## src/rtl/core/tspa_pkg.sv

```systemverilog
// Shared types and constants for the TS packet aligner and sync tracker.
// No dependencies; every other file in rtl/core imports this package.
package tspa_pkg;

  // Transport stream framing constants.
  localparam logic [7:0]  SyncByte = 8'h47;
  localparam logic [7:0]  PktLen   = 8'd188;
  localparam logic [7:0]  PktLast  = 8'd187;
  localparam logic [15:0] PktLenW  = 16'd188;

  // Configuration register reset values.
  localparam logic       SyncEnableRst    = 1'b1;
  localparam logic [3:0] LockThresholdRst = 4'd5;
  localparam logic [3:0] LossThresholdRst = 4'd2;

  // Configuration register indexes (paddr[3:2]).
  localparam logic [1:0] RegSyncEnable    = 2'd0;
  localparam logic [1:0] RegLockThreshold = 2'd1;
  localparam logic [1:0] RegLossThreshold = 2'd2;

  // Aligner modes, one-hot.
  typedef enum logic [3:0] {
    ModeIdle   = 4'b0001,
    ModePass   = 4'b0010,
    ModeGather = 4'b0100,
    ModeSkip   = 4'b1000
  } mode_e;

  // Packet boundary event sent from the aligner to the lock tracker.
  typedef struct packed {
    logic valid;
    logic ok;
  } boundary_t;

  // Per-byte result of the aligner.
  typedef struct packed {
    logic       emit;
    logic [7:0] idx;
    logic       last;
    logic       hbad;
  } align_res_t;

  // Tracking configuration.
  typedef struct packed {
    logic       sync_enable;
    logic [3:0] lock_threshold;
    logic [3:0] loss_threshold;
  } track_cfg_t;

  // Tracking status after the current step.
  typedef struct packed {
    logic        locked;
    logic [31:0] err_cnt;
    logic [31:0] loss_cnt;
  } track_stat_t;

endpackage

```

## src/rtl/core/tspa_align.sv

```systemverilog
// Packet aligner: mode, position and first-byte flag, one byte per step.
// Depends on tspa_pkg; feeds boundary events to tspa_lock_track.
module tspa_align import tspa_pkg::*; (
  input  logic        clk_i,
  input  logic        rst_ni,
  input  logic        step_i,
  input  logic [7:0]  byte_i,
  input  logic [15:0] left_i,
  output boundary_t   bnd_o,
  output align_res_t  res_o
);

  mode_e      mode_q, mode_d;
  logic [7:0] pos_q, pos_d;
  logic       fbb_q, fbb_d;

  logic       is_sync;
  logic       start;
  logic       mode_gather;
  logic       fbb_eff;
  logic [7:0] idx;

  assign is_sync = (byte_i == SyncByte);

  // Step logic: skip, packet start, then the byte itself.
  always_comb begin
    mode_d      = mode_q;
    pos_d       = pos_q;
    fbb_d       = fbb_q;
    bnd_o       = '0;
    res_o       = '0;
    start       = 1'b0;
    mode_gather = 1'b0;
    fbb_eff     = fbb_q;
    idx         = pos_q;

    unique case (mode_q)
      ModeIdle:   start = 1'b1;
      ModeSkip:   start = is_sync;
      ModePass:   mode_gather = 1'b0;
      ModeGather: mode_gather = 1'b1;
      default:    start = 1'b1;
    endcase

    if (mode_q == ModeSkip && !is_sync) begin
      // Dropped byte; the end of the chunk returns to a packet start.
      if (left_i == 16'd1) begin
        mode_d = ModeIdle;
      end
    end else begin
      res_o.emit = 1'b1;
      if (start) begin
        idx = '0;
        if (left_i >= PktLenW) begin
          bnd_o.valid = 1'b1;
          bnd_o.ok    = is_sync;
          if (!is_sync) begin
            res_o.emit = 1'b0;
            mode_d     = ModeSkip;
          end else begin
            mode_d = ModePass;
          end
        end else begin
          fbb_eff     = !is_sync;
          fbb_d       = !is_sync;
          mode_gather = 1'b1;
          mode_d      = ModeGather;
        end
      end
      if (res_o.emit) begin
        res_o.idx = idx;
        pos_d     = idx + 8'd1;
        if (idx == PktLast) begin
          res_o.last = 1'b1;
          if (mode_gather) begin
            res_o.hbad  = fbb_eff;
            bnd_o.valid = 1'b1;
            bnd_o.ok    = !fbb_eff;
          end
          mode_d = ModeIdle;
          pos_d  = '0;
        end
      end
    end
  end

  // State registers.
  always_ff @(posedge clk_i or negedge rst_ni) begin
    if (!rst_ni) begin
      mode_q <= ModeIdle;
      pos_q  <= '0;
      fbb_q  <= 1'b0;
    end else if (step_i) begin
      mode_q <= mode_d;
      pos_q  <= pos_d;
      fbb_q  <= fbb_d;
    end
  end

endmodule

```

## src/rtl/core/tspa_lock_track.sv

```systemverilog
// Lock tracker: good and bad boundary runs, lock flag and error counters.
// Depends on tspa_pkg; takes boundary events from tspa_align.
module tspa_lock_track import tspa_pkg::*; (
  input  logic        clk_i,
  input  logic        rst_ni,
  input  logic        step_i,
  input  boundary_t   bnd_i,
  input  track_cfg_t  cfg_i,
  output track_stat_t stat_o
);

  logic [3:0]  good_q, good_d;
  logic [3:0]  bad_q, bad_d;
  logic        after_bad_q, after_bad_d;
  logic        lock_q, lock_d;
  logic [31:0] err_q, err_d;
  logic [31:0] loss_q, loss_d;

  // Boundary accounting.
  always_comb begin
    good_d      = good_q;
    bad_d       = bad_q;
    after_bad_d = after_bad_q;
    lock_d      = lock_q;
    err_d       = err_q;
    loss_d      = loss_q;
    if (cfg_i.sync_enable && bnd_i.valid) begin
      if (!bnd_i.ok) begin
        err_d       = err_q + 32'd1;
        good_d      = '0;
        after_bad_d = 1'b1;
        if (bad_q < cfg_i.loss_threshold) begin
          bad_d = bad_q + 4'd1;
          if (bad_d == cfg_i.loss_threshold && lock_q) begin
            lock_d = 1'b0;
            loss_d = loss_q + 32'd1;
          end
        end
      end else if (after_bad_q) begin
        // The first good boundary after a bad one is not counted.
        after_bad_d = 1'b0;
      end else begin
        bad_d = '0;
        if (good_q < cfg_i.lock_threshold) begin
          good_d = good_q + 4'd1;
          if (good_d == cfg_i.lock_threshold) begin
            lock_d = 1'b1;
          end
        end
      end
    end
  end

  assign stat_o.locked   = lock_d;
  assign stat_o.err_cnt  = err_d;
  assign stat_o.loss_cnt = loss_d;

  // Tracking registers.
  always_ff @(posedge clk_i or negedge rst_ni) begin
    if (!rst_ni) begin
      good_q      <= '0;
      bad_q       <= '0;
      after_bad_q <= 1'b0;
      lock_q      <= 1'b0;
      err_q       <= '0;
      loss_q      <= '0;
    end else if (step_i) begin
      good_q      <= good_d;
      bad_q       <= bad_d;
      after_bad_q <= after_bad_d;
      lock_q      <= lock_d;
      err_q       <= err_d;
      loss_q      <= loss_d;
    end
  end

endmodule

```

## src/rtl/core/ts_packet_aligner_sync_tracker_top.sv

```systemverilog
// A held byte steps into the output register once the output slot frees. Throughput:
// one byte per cycle while m_axis_tready_i holds; input register, single-pass step
// logic and an output register let a new request enter while a result waits if the
// input register is empty. Skipped bytes produce no output. Reset is asynchronous and
// active low; it returns the aligner to a packet start, clears tracking and loads
// defaults. Top level: APB config registers, input and output stages; uses tspa_pkg.
module ts_packet_aligner_sync_tracker_top import tspa_pkg::*; (
  input  logic        clk_i,
  input  logic        rst_ni,
  // Input stream.
  input  logic        s_axis_tvalid_i,
  output logic        s_axis_tready_o,
  input  logic [23:0] s_axis_tdata_i,  // [7:0] data_byte, [23:8] bytes_left
  // Output stream.
  output logic        m_axis_tvalid_o,
  input  logic        m_axis_tready_i,
  // [7:0] out_byte, [15:8] byte_index, [16] locked, [48:17] sync_error_count,
  // [80:49] sync_loss_count, [87:81] zero
  output logic [87:0] m_axis_tdata_o,
  output logic        m_axis_tlast_o,  // packet_last
  output logic        m_axis_tuser_o,  // [0] header_bad
  // Configuration port.
  input  logic        psel_i,
  input  logic        penable_i,
  input  logic        pwrite_i,
  input  logic [3:0]  paddr_i,
  input  logic [31:0] pwdata_i,
  output logic [31:0] prdata_o,
  output logic        pready_o
);

  track_cfg_t  cfg_q;
  logic        in_valid_q;
  logic [7:0]  in_byte_q;
  logic [15:0] in_left_q;
  logic        out_valid_q, out_valid_d;
  logic [87:0] out_data_q;
  logic        out_last_q;
  logic        out_user_q;

  logic        out_free;
  logic        step;
  logic        cfg_wr;
  boundary_t   bnd;
  align_res_t  res;
  track_stat_t stat;

  // Configuration registers.
  assign pready_o = 1'b1;
  assign cfg_wr   = psel_i && penable_i && pwrite_i;

  always_ff @(posedge clk_i or negedge rst_ni) begin
    if (!rst_ni) begin
      cfg_q.sync_enable    <= SyncEnableRst;
      cfg_q.lock_threshold <= LockThresholdRst;
      cfg_q.loss_threshold <= LossThresholdRst;
    end else if (cfg_wr) begin
      unique case (paddr_i[3:2])
        RegSyncEnable:    cfg_q.sync_enable    <= pwdata_i[0];
        RegLockThreshold: cfg_q.lock_threshold <= pwdata_i[3:0];
        RegLossThreshold: cfg_q.loss_threshold <= pwdata_i[3:0];
        default:          cfg_q.sync_enable    <= cfg_q.sync_enable;
      endcase
    end
  end

  always_comb begin
    unique case (paddr_i[3:2])
      RegSyncEnable:    prdata_o = {31'd0, cfg_q.sync_enable};
      RegLockThreshold: prdata_o = {28'd0, cfg_q.lock_threshold};
      RegLossThreshold: prdata_o = {28'd0, cfg_q.loss_threshold};
      default:          prdata_o = '0;
    endcase
  end

  // Handshake: the step runs when a byte is held and the output slot frees.
  assign out_free        = !out_valid_q || m_axis_tready_i;
  assign step            = in_valid_q && out_free;
  assign s_axis_tready_o = !in_valid_q || out_free;

  // Input register.
  always_ff @(posedge clk_i or negedge rst_ni) begin
    if (!rst_ni) begin
      in_valid_q <= 1'b0;
    end else if (s_axis_tready_o) begin
      in_valid_q <= s_axis_tvalid_i;
    end
  end

  always_ff @(posedge clk_i) begin
    if (s_axis_tready_o && s_axis_tvalid_i) begin
      in_byte_q <= s_axis_tdata_i[7:0];
      in_left_q <= s_axis_tdata_i[23:8];
    end
  end

  tspa_align u_align (
    .clk_i  (clk_i),
    .rst_ni (rst_ni),
    .step_i (step),
    .byte_i (in_byte_q),
    .left_i (in_left_q),
    .bnd_o  (bnd),
    .res_o  (res)
  );

  tspa_lock_track u_track (
    .clk_i  (clk_i),
    .rst_ni (rst_ni),
    .step_i (step),
    .bnd_i  (bnd),
    .cfg_i  (cfg_q),
    .stat_o (stat)
  );

  // Output register.
  always_comb begin
    if (step) begin
      out_valid_d = res.emit;
    end else begin
      out_valid_d = out_valid_q && !m_axis_tready_i;
    end
  end

  always_ff @(posedge clk_i or negedge rst_ni) begin
    if (!rst_ni) begin
      out_valid_q <= 1'b0;
    end else begin
      out_valid_q <= out_valid_d;
    end
  end

  always_ff @(posedge clk_i) begin
    if (step && res.emit) begin
      out_data_q <= {7'd0, stat.loss_cnt, stat.err_cnt, stat.locked, res.idx, in_byte_q};
      out_last_q <= res.last;
      out_user_q <= res.hbad;
    end
  end

  assign m_axis_tvalid_o = out_valid_q;
  assign m_axis_tdata_o  = out_data_q;
  assign m_axis_tlast_o  = out_last_q;
  assign m_axis_tuser_o  = out_user_q;

endmodule
```

## config.mk

```make
export PLATFORM = sky130hd
export DESIGN_NAME = ts_packet_aligner_sync_tracker_top
export DESIGN_NICKNAME = d
export VERILOG_FILES = /design/src/rtl/core/tspa_pkg.sv /design/src/rtl/core/tspa_align.sv /design/src/rtl/core/tspa_lock_track.sv /design/src/rtl/core/ts_packet_aligner_sync_tracker_top.sv
export SDC_FILE = /design/constraint.sdc
export NUM_CORES = 1
export LEC_CHECK = 0
export BUFFER_PORTS_ARGS = -buffer_cell sky130_fd_sc_hd__buf_2
export CAP_MARGIN = 20
export CORE_AREA = 2 2 142 144
export DETAILED_ROUTE_END_ITERATION = 8
export DIE_AREA = 0 0 144 146
export GPL_ROUTABILITY_DRIVEN = 1
export PLACE_DENSITY = 0.76
export REMOVE_ABC_BUFFERS = 1
export SYNTH_ARGS = -nofsm -noshare
export SYNTH_HDL_FRONTEND = slang
export SYNTH_SLANG_ARGS = --single-unit
```

## constraint.sdc

```tcl
create_clock -name clk_i -period 3.3 [get_ports clk_i]
set_clock_uncertainty 0.1 [all_clocks]
set_input_delay 0.165 -clock clk_i [delete_from_list [all_inputs] [get_ports clk_i]]
set_output_delay 0.165 -clock clk_i [all_outputs]
set_load 0.005 [all_outputs]
```

==> parameters.txt, run 1 <==
Parameter                              Value

Outcome
  Result of the run    complete, no violations

Critical path
  Worst path arrival time    3.30 ns
  Worst setup path class    reg -> reg
  R2R Setup Slk    ~0.15 ns
  Kind of end point of the critical path    register
  R2R depth    12
  Critical path peak fanout    13
  Required time at the worst-slack endpoint    3.45 ns
  FF-to-FF Start    in_byte_q[5]
  Startpoint type of the worst setup path    register
  Critical R2R Capture    m_axis_tdata_o[50]

Global route
  Number of global-route vias before repair    approximately 6.5k
  Initial antenna violation count    0
  Global-route wire length before repair    about 32000 um
  Maximum number of pins on one net before global-route repair    52
  Total global routing overflow    0
  All-layer global routing usage    18.6%

STA
  Final worst hold slack    0.0347 ns
  Unrepaired setup endpoints after global routing    false
  Part of the cycle the worst path needs    a little over nine tenths
  Transition time at the pin with the least slew margin    0.983 ns
  Final count of negative-setup-slack endpoints    0
  Final Worst Setup Slack    0.148 ns
  FMAX    around 320 MHz
  Final Max Tran Viols    0
  Rel. slew slack    between 30% and 40%
  Post-layout minimum cycle time    about 3.2 ns
  Endpoints failing hold    0

Final layout
  Area occupied by registers    between 5000 and 6000 um2
  Count of filler cells inserted in the layout    approximately 1.6k
  Total non-filler cell area in the finished layout    ~12000 um2
  Area occupied by multi-input gates    3680 um2
  ANT cells    0
  Synth-to-layout area growth    21.9%
  Most common cell after layout, fill and taps aside    sky130_fd_sc_hd__buf_2
  Final Instance Count excl. Fillers    1301
  Share of cells above drive strength 1    between 20% and 30%
  Highest-count cells in the layout ignoring fill and taps    sky130_fd_sc_hd__buf_2, sky130_fd_sc_hd__edfxtp_1, sky130_fd_sc_hd__nand2_1, sky130_fd_sc_hd__dfrtp_1, sky130_fd_sc_hd__xnor2_1
  Number of nets in the final layout    ~1.1k

Clock network
  Number of buffers created by CTS    22
  Buffers inserted during post-CTS setup optimization    0
  Number of sinks driven by the clock tree    205
  Insertion delay of the later-clocked pin in the worst-skew pair    0.49 ns
  Clock H-tree levels    1
  Clock slew seen by the registers of the worst setup and hold paths    approximately 0.06 ns
  TritonCTS clock tree    yes
  Longest Clk Path Bufs    3
  Clock Root Buffer    sky130_fd_sc_hd__clkbuf_16

Synth
  Number of enable-type register cells in the synthesized netlist    about 110
  Primary FF master, synth    sky130_fd_sc_hd__edfxtp_1
  Synth Cell Area    ~9600 um2
  Average cell area after synthesis    ~12 um2
  Async set-reset flop share out of synthesis    between 40% and 50%
  Ys Warns    0
  Syn Inst Count    831
  Flip-flop and latch count after synthesis    about 200
  Count of different cell masters after synthesis    54
  Share of the yosys chip area belonging to registers    58.9%

Floorplanning
  Total Die Area    approximately 21000 um2
  Count of standard-cell rows    just over 50
  Height of the die    approximately 150 um
  Horizontal die dimension    about 140 um
  Effective utilization at floorplan    49.8%
  Total core area    19300 um2
  Boundary Pins    ~190

Detailed routing
  Number of DRC markers after the initial detailed-route iteration    381
  Number of vias in the routed layout    between 6k and 7k
  Antenna Violating Nets Remaining    0
  Remaining routing DRC violations    0
  Count of TritonRoute iterations in the first routing pass    5
  Ratio of routed vias to standard cells    just over 5
  Routed wire per std cell    approximately 15 um
  Total wire length    around 19000 um

Run
  Number of max-cap violations    0

Power and ir drop
  Leakage power    just under 0.005 uW
  Overall Power    about 7600 uW
  P_int    approximately 5500 uW
  Sw power    around 2200 uW
  Total power divided by cell area    between 600 and 700 nW/um2
  Switching power as a share of total power    between 20 and 30%
  Logic pwr share    between 20 and 25%
  Seq pwr share    45.1%
  Fraction of power consumed by the clock network    roughly 33%
  Max rail drop VDD    0.619 mV

Min path
  Worst Hold Launch    paddr_i[2]
  Depth of the worst hold-timing path    3
  End point of the most critical hold path    cfg_q[1]
  Path type of the worst min-delay path    in -> reg

Placed design
  Post-Place Setup Slack    between 0.005 and 0.006 ns
  HPWL after DPL    12500 um
  Number of placed cells counting well taps    around 1.2k
  Number of input and output port buffers inserted    ~130
  Cell area after placement    ~11000 um2
  Global placement routability congestion    0.884
==> cells by family (layout without fill, tap and decap cells) <==
group	count (synthesis)	in the layout	share of synthesized area (%)
other	2	36	0.0779
DFF	205	205	58.9
adders and majority gates	13	13	1.69
muxes	12	12	1.36
buffers and inverters	74	245	4.64
xor gates and xnor gates	135	135	12.3
AOI/OAI and AO/OA	66	66	4.31
and+or+nand+nor	324	324	16.8
==> state kept, by name, indices dropped and copies added (netlist names), 4 cells and up <==
| name | count |
|---|---|
| m_axis_tdata_o | 81 |
| u_track.err_q | 32 |
| u_track.loss_q | 32 |
| in_left_q | 16 |
| cfg_q | 9 |
| in_byte_q | 8 |
| u_align.pos_q | 8 |
| u_align.mode_q | 4 |
| u_track.bad_q | 4 |
| u_track.good_q | 4 |
==> worst max-delay path, stage by stage (launching register included) <==
cell                       delay [ns]
sky130_fd_sc_hd__edfxtp_1        0.40
sky130_fd_sc_hd__or4b_4          0.58
sky130_fd_sc_hd__o21ai_2         0.15
sky130_fd_sc_hd__nand2_1         0.09
sky130_fd_sc_hd__and2_1          0.17
sky130_fd_sc_hd__ha_1            0.23
sky130_fd_sc_hd__and4_4          0.21
sky130_fd_sc_hd__nand4_1         0.13
sky130_fd_sc_hd__o31ai_2         0.10
sky130_fd_sc_hd__and2_4          0.19
sky130_fd_sc_hd__buf_12          0.14
sky130_fd_sc_hd__nand2_1         0.10
sky130_fd_sc_hd__mux2_2          0.34
==> cells in the mapped netlist (2+ instances only) <==
master | count | area (um2)
sky130_fd_sc_hd__o22ai_1 | 2 | 12.5
sky130_fd_sc_hd__mux2_2 | 9 | 101
sky130_fd_sc_hd__o31ai_1 | 5 | 37.5
sky130_fd_sc_hd__nor4b_1 | 3 | 26.3
sky130_fd_sc_hd__nand3_1 | 43 | 215
sky130_fd_sc_hd__and4_1 | 7 | 61.3
sky130_fd_sc_hd__nand4_1 | 28 | 175
sky130_fd_sc_hd__nand2b_1 | 7 | 43.8
sky130_fd_sc_hd__nor3_2 | 2 | 20.0
sky130_fd_sc_hd__buf_2 | 10 | 50.1
sky130_fd_sc_hd__nor3b_1 | 3 | 22.5
sky130_fd_sc_hd__edfxtp_1 | 107 | 3210
sky130_fd_sc_hd__a41oi_1 | 2 | 17.5
sky130_fd_sc_hd__nor2_1 | 64 | 240
sky130_fd_sc_hd__o211ai_1 | 4 | 30.0
sky130_fd_sc_hd__or4_1 | 3 | 22.5
sky130_fd_sc_hd__conb_1 | 2 | 7.51
sky130_fd_sc_hd__xor2_1 | 51 | 447
sky130_fd_sc_hd__clkbuf_2 | 2 | 10.0
sky130_fd_sc_hd__ha_1 | 13 | 163
sky130_fd_sc_hd__a22o_1 | 4 | 35.0
sky130_fd_sc_hd__nor3_1 | 16 | 80.1
sky130_fd_sc_hd__o21bai_1 | 2 | 15.0
sky130_fd_sc_hd__dfrtp_1 | 93 | 2330
sky130_fd_sc_hd__nand2_1 | 95 | 357
sky130_fd_sc_hd__clkbuf_1 | 5 | 18.8
sky130_fd_sc_hd__nor4_1 | 5 | 31.3
sky130_fd_sc_hd__nor2b_1 | 2 | 12.5
sky130_fd_sc_hd__or2_2 | 2 | 12.5
sky130_fd_sc_hd__inv_1 | 16 | 60.1
sky130_fd_sc_hd__mux2i_1 | 3 | 30.0
sky130_fd_sc_hd__a211o_1 | 2 | 17.5
sky130_fd_sc_hd__and2_1 | 19 | 119
sky130_fd_sc_hd__a21oi_1 | 14 | 70.1
sky130_fd_sc_hd__xnor2_1 | 84 | 736
sky130_fd_sc_hd__o21ai_0 | 23 | 115
sky130_fd_sc_hd__dfstp_2 | 5 | 131
sky130_fd_sc_hd__and3_1 | 18 | 113
sky130_fd_sc_hd__buf_4 | 41 | 308
==> area by class of cell <==
class | instances | area share, %
sequential | 205 | 48.3
multi-input combinational | 586 | 31.3
timing repair buffer | 189 | 10.7
clock buffer | 25 | 4.96
tap | 265 | 2.82
clock inverter | 15 | 1.39
inverter | 16 | 0.522
==> metal layers <==
layer	wire [um]	vias to the layer above	track usage [%]
li1	-	3218	-
met1	8260	3129	24.7
met2	9520	201	31.7
met3	1020	28	2.96
met4	328	0	4.95
met5	0	-	0
==> metrics by stage <==
stage	util, %	TNS [ns]
2_1_floorplan	-	-75.33
3_3_place_gp	54.8	0
3_5_place_dp	54.8	0
4_1_cts	60.6	0
5_1_grt	60.7	0
6_report	60.7	0
==> worst max-delay path by stage <==
stage | slack [ns] | endpoint | start
floorplan | -0.86 | u_track.loss_q[31] | u_align.mode_q[1]
global placement | 0.09 | u_track.loss_q[31] | u_align.mode_q[1]
detailed placement | 0.005 | u_track.loss_q[31] | u_align.mode_q[1]
CTS | 0.03 | m_axis_tdata_o[65] | in_byte_q[5]
global route | 0.006 | m_axis_tdata_o[50] | in_byte_q[5]
finish | 0.15 | m_axis_tdata_o[50] | in_byte_q[5]
==> what timing repair did <==
| action | CTS | global route |
|---|---|---|
| resized for setup | 1 | 7 |
| pin swaps | 0 | 2 |
| hold buffers | 38 | 0 |
| setup endpoints to repair | 1 | 85 |
| hold endpoints to repair | 82 | 0 |
==> power by group through the flow <==
stage | sequential (uW) | clock [uW] | combinational, uW
global placement | 3490 | 0 | 1630
detailed placement | 3500 | 0 | 1650
global route | 3510 | 2660 | 1910
floorplan | 3550 | 0 | 767
finish | 3450 | 2490 | 1710
CTS | 3450 | 2550 | 1700
Note: power is estimated with default switching activity, not from simulation.
==> inputs of run 2 (changes only) <==
--- a/config.mk
+++ b/config.mk
@@ -7,11 +7,11 @@
 export LEC_CHECK = 0
 export BUFFER_PORTS_ARGS = -buffer_cell sky130_fd_sc_hd__buf_2
 export CAP_MARGIN = 20
-export CORE_AREA = 2 2 142 144
+export CORE_AREA = 2 2 128 161
 export DETAILED_ROUTE_END_ITERATION = 8
-export DIE_AREA = 0 0 144 146
+export DIE_AREA = 0 0 130 163
 export GPL_ROUTABILITY_DRIVEN = 1
-export PLACE_DENSITY = 0.76
+export PLACE_DENSITY = 0.75
 export REMOVE_ABC_BUFFERS = 1
 export SYNTH_ARGS = -nofsm -noshare
 export SYNTH_HDL_FRONTEND = slang
==> parameters.txt, run 2 (synthesis results as in run 1) <==
Parameter                              Value

Outcome
  Result of the run    complete, no violations

Global route
  Initial antenna violation count    0
  Number of global-route vias before repair    between 6k and 7k
  Maximum number of pins on one net before global-route repair    53
  Total global routing overflow    0
  All-layer global routing usage    18.2%
  Global-route wire length before repair    31100 um

Critical path
  Most repeated library cell on the critical path    sky130_fd_sc_hd__nand2_1
  Dominant delay contributor by cell family on the critical path    simple AND/OR/NAND/NOR gates
  Startpoint type of the worst setup path    register
  List of cells traversed by the critical path    or4b_4 > o21ai_4 > nand2_1 > and2_1 > ha_1 > and4_1 > nand4_1 > o31ai_2 > and2_4 > buf_12 > nand2_1 > mux2_2
  Slowest library cell on the worst path    sky130_fd_sc_hd__or4b_4
  Worst setup path class    reg -> reg
  Required time at the worst-slack endpoint    roughly 3.4 ns
  R2R Setup Slk    roughly 0.10 ns
  Kind of end point of the critical path    register
  Critical path peak fanout    18
  Slowest stage delay, CP    0.59 ns
  Worst path arrival time    around 3.3 ns
  Number of buffers and inverters on the critical path    1

Final layout
  Highest-count cells in the layout ignoring fill and taps    sky130_fd_sc_hd__buf_2, sky130_fd_sc_hd__edfxtp_1, sky130_fd_sc_hd__nand2_1, sky130_fd_sc_hd__dfrtp_1, sky130_fd_sc_hd__xnor2_1
  Count of filler cells inserted in the layout    between 1.5k and 2k
  ANT cells    0
  Most common cell after layout, fill and taps aside    sky130_fd_sc_hd__buf_2
  Area occupied by multi-input gates    around 3700 um2
  Area occupied by registers    ~5700 um2
  Share of cells above drive strength 1    20.7%
  Synth-to-layout area growth    22.2%
  Number of nets in the final layout    between 1k and 1.5k
  Number of flip-flops in the largest register    81

Min path
  Path type of the worst min-delay path    in -> reg

Detailed routing
  Count of TritonRoute iterations in the first routing pass    5
  Routed wire per std cell    approximately 15 um
  Remaining routing DRC violations    0
  Number of vias in the routed layout    roughly 6.6k
  Number of DRC markers after the initial detailed-route iteration    approximately 430
  Ratio of routed vias to standard cells    about 5.1
  Total wire length    roughly 19000 um
  Antenna Violating Nets Remaining    0

STA
  Final worst hold slack    between 0.03 and 0.04 ns
  Final Max Tran Viols    0
  FMAX    ~310 MHz
  Post-layout minimum cycle time    between 3 and 4 ns
  Rel. slew slack    34.6%
  Final Worst Setup Slack    around 0.10 ns
  Transition time at the pin with the least slew margin    0.981 ns
  Final count of negative-setup-slack endpoints    0
  Endpoints failing hold    0
  Part of the cycle the worst path needs    around 97%

Floorplanning
  Effective utilization at floorplan    slightly below 50%
  Total Die Area    between 20000 and 25000 um2
  Count of standard-cell rows    58
  Total core area    19800 um2
  Boundary Pins    approximately 190
  Height of the die    163 um
  Horizontal die dimension    about 130 um

Clock network
  Number of buffers created by CTS    21
  Insertion delay of the later-clocked pin in the worst-skew pair    0.48 ns
  Clock H-tree levels    1
  Clock Root Buffer    sky130_fd_sc_hd__clkbuf_16
  Clock slew seen by the registers of the worst setup and hold paths    approximately 0.060 ns
  TritonCTS clock tree    yes
  Longest Clk Path Bufs    3
  Number of sinks driven by the clock tree    205

Power and ir drop
  Leakage power    ~0.005 uW
  Total power divided by cell area    roughly 650 nW/um2
  Overall Power    approximately 7700 uW
  Max rail drop VDD    slightly below 0.5 mV

Placed design
  Number of input and output port buffers inserted    between 100 and 150
  Global placement routability congestion    ~0.88
  HPWL after DPL    roughly 13000 um
  Post-Place Setup Slack    approximately 0.063 ns

Run
  Number of max-cap violations    0
run 2: changes by cell type in the layout (fill, tap and decap cells not counted), sizes merged:
cell,before,now
clkinv,9,7
inv,16,15
clkinvlp,3,0
dlygate4sd3,38,39
clkbuf,25,27
buf,151,150
bufinv,3,4
run 2: worst paths after layout:
check,from,endpoint,cells past startpoint
worst max-delay path,in_byte_q[7],m_axis_tdata_o[50],12
worst min-delay path,paddr_i[2],cfg_q[3],3
worst max register to register,in_byte_q[7],m_axis_tdata_o[50],12
worst min register to register,in_byte_q[6],m_axis_tdata_o[6],0
max in group asynchronous,rst_ni,u_align.mode_q[0],3
min in group asynchronous,rst_ni,u_track.loss_q[15],2
run 2: power by group:
| group | internal (uW) | switching [uW] |
|---|---|---|
| clock | 1610 | 952 |
| combinational | 702 | 968 |
| sequential | 3250 | 229 |
| total | 5560 | 2150 |
run 2: per-stage QoR:
step | TNS [ns] | area [um2] | utilization (%) | instances
4_1_cts | 0 | 11700 | 59.2 | 1301
2_1_floorplan | -75.33 | 9380 | - | 807
5_1_grt | -0.0229 | 11800 | 59.4 | 1303
3_3_place_gp | 0 | 10600 | 53.4 | 1225
6_report | 0 | 11800 | 59.4 | 1303
3_5_place_dp | 0 | 10600 | 53.4 | 1225
run 2: worst reg2reg max path, stage by stage (launching register included):
cell and delay (ns):
sky130_fd_sc_hd__edfxtp_1 0.41, sky130_fd_sc_hd__or4b_4 0.59, sky130_fd_sc_hd__o21ai_4 0.16, sky130_fd_sc_hd__nand2_1 0.10
sky130_fd_sc_hd__and2_1 0.17, sky130_fd_sc_hd__ha_1 0.20, sky130_fd_sc_hd__and4_1 0.23, sky130_fd_sc_hd__nand4_1 0.12
sky130_fd_sc_hd__o31ai_2 0.11, sky130_fd_sc_hd__and2_4 0.17, sky130_fd_sc_hd__buf_12 0.15, sky130_fd_sc_hd__nand2_1 0.11
sky130_fd_sc_hd__mux2_2 0.34
run 2: timing repair:
item                       CTS  global route
buffers inserted             0             2
setup endpoints to repair    0            65
resized for setup            0             9
hold endpoints to repair    81             0
hold buffers                39             0
run 2: layout make-up:
type	instances	area share, %
timing repair buffer	189	10.7
sequential	205	48.2
clock inverter	10	1.29
clock buffer	27	5.16
multi-input combinational	586	31.3
inverter	16	0.521
tap	270	2.87
run 2: layer usage:
metal	GRT usage [%]	up-vias	share of wire [%]
li1	-	3210	-
met4	5.62	0	2.2
met5	0	-	0
met1	22.6	3172	41
met3	2.86	34	4.4
met2	32.6	176	52
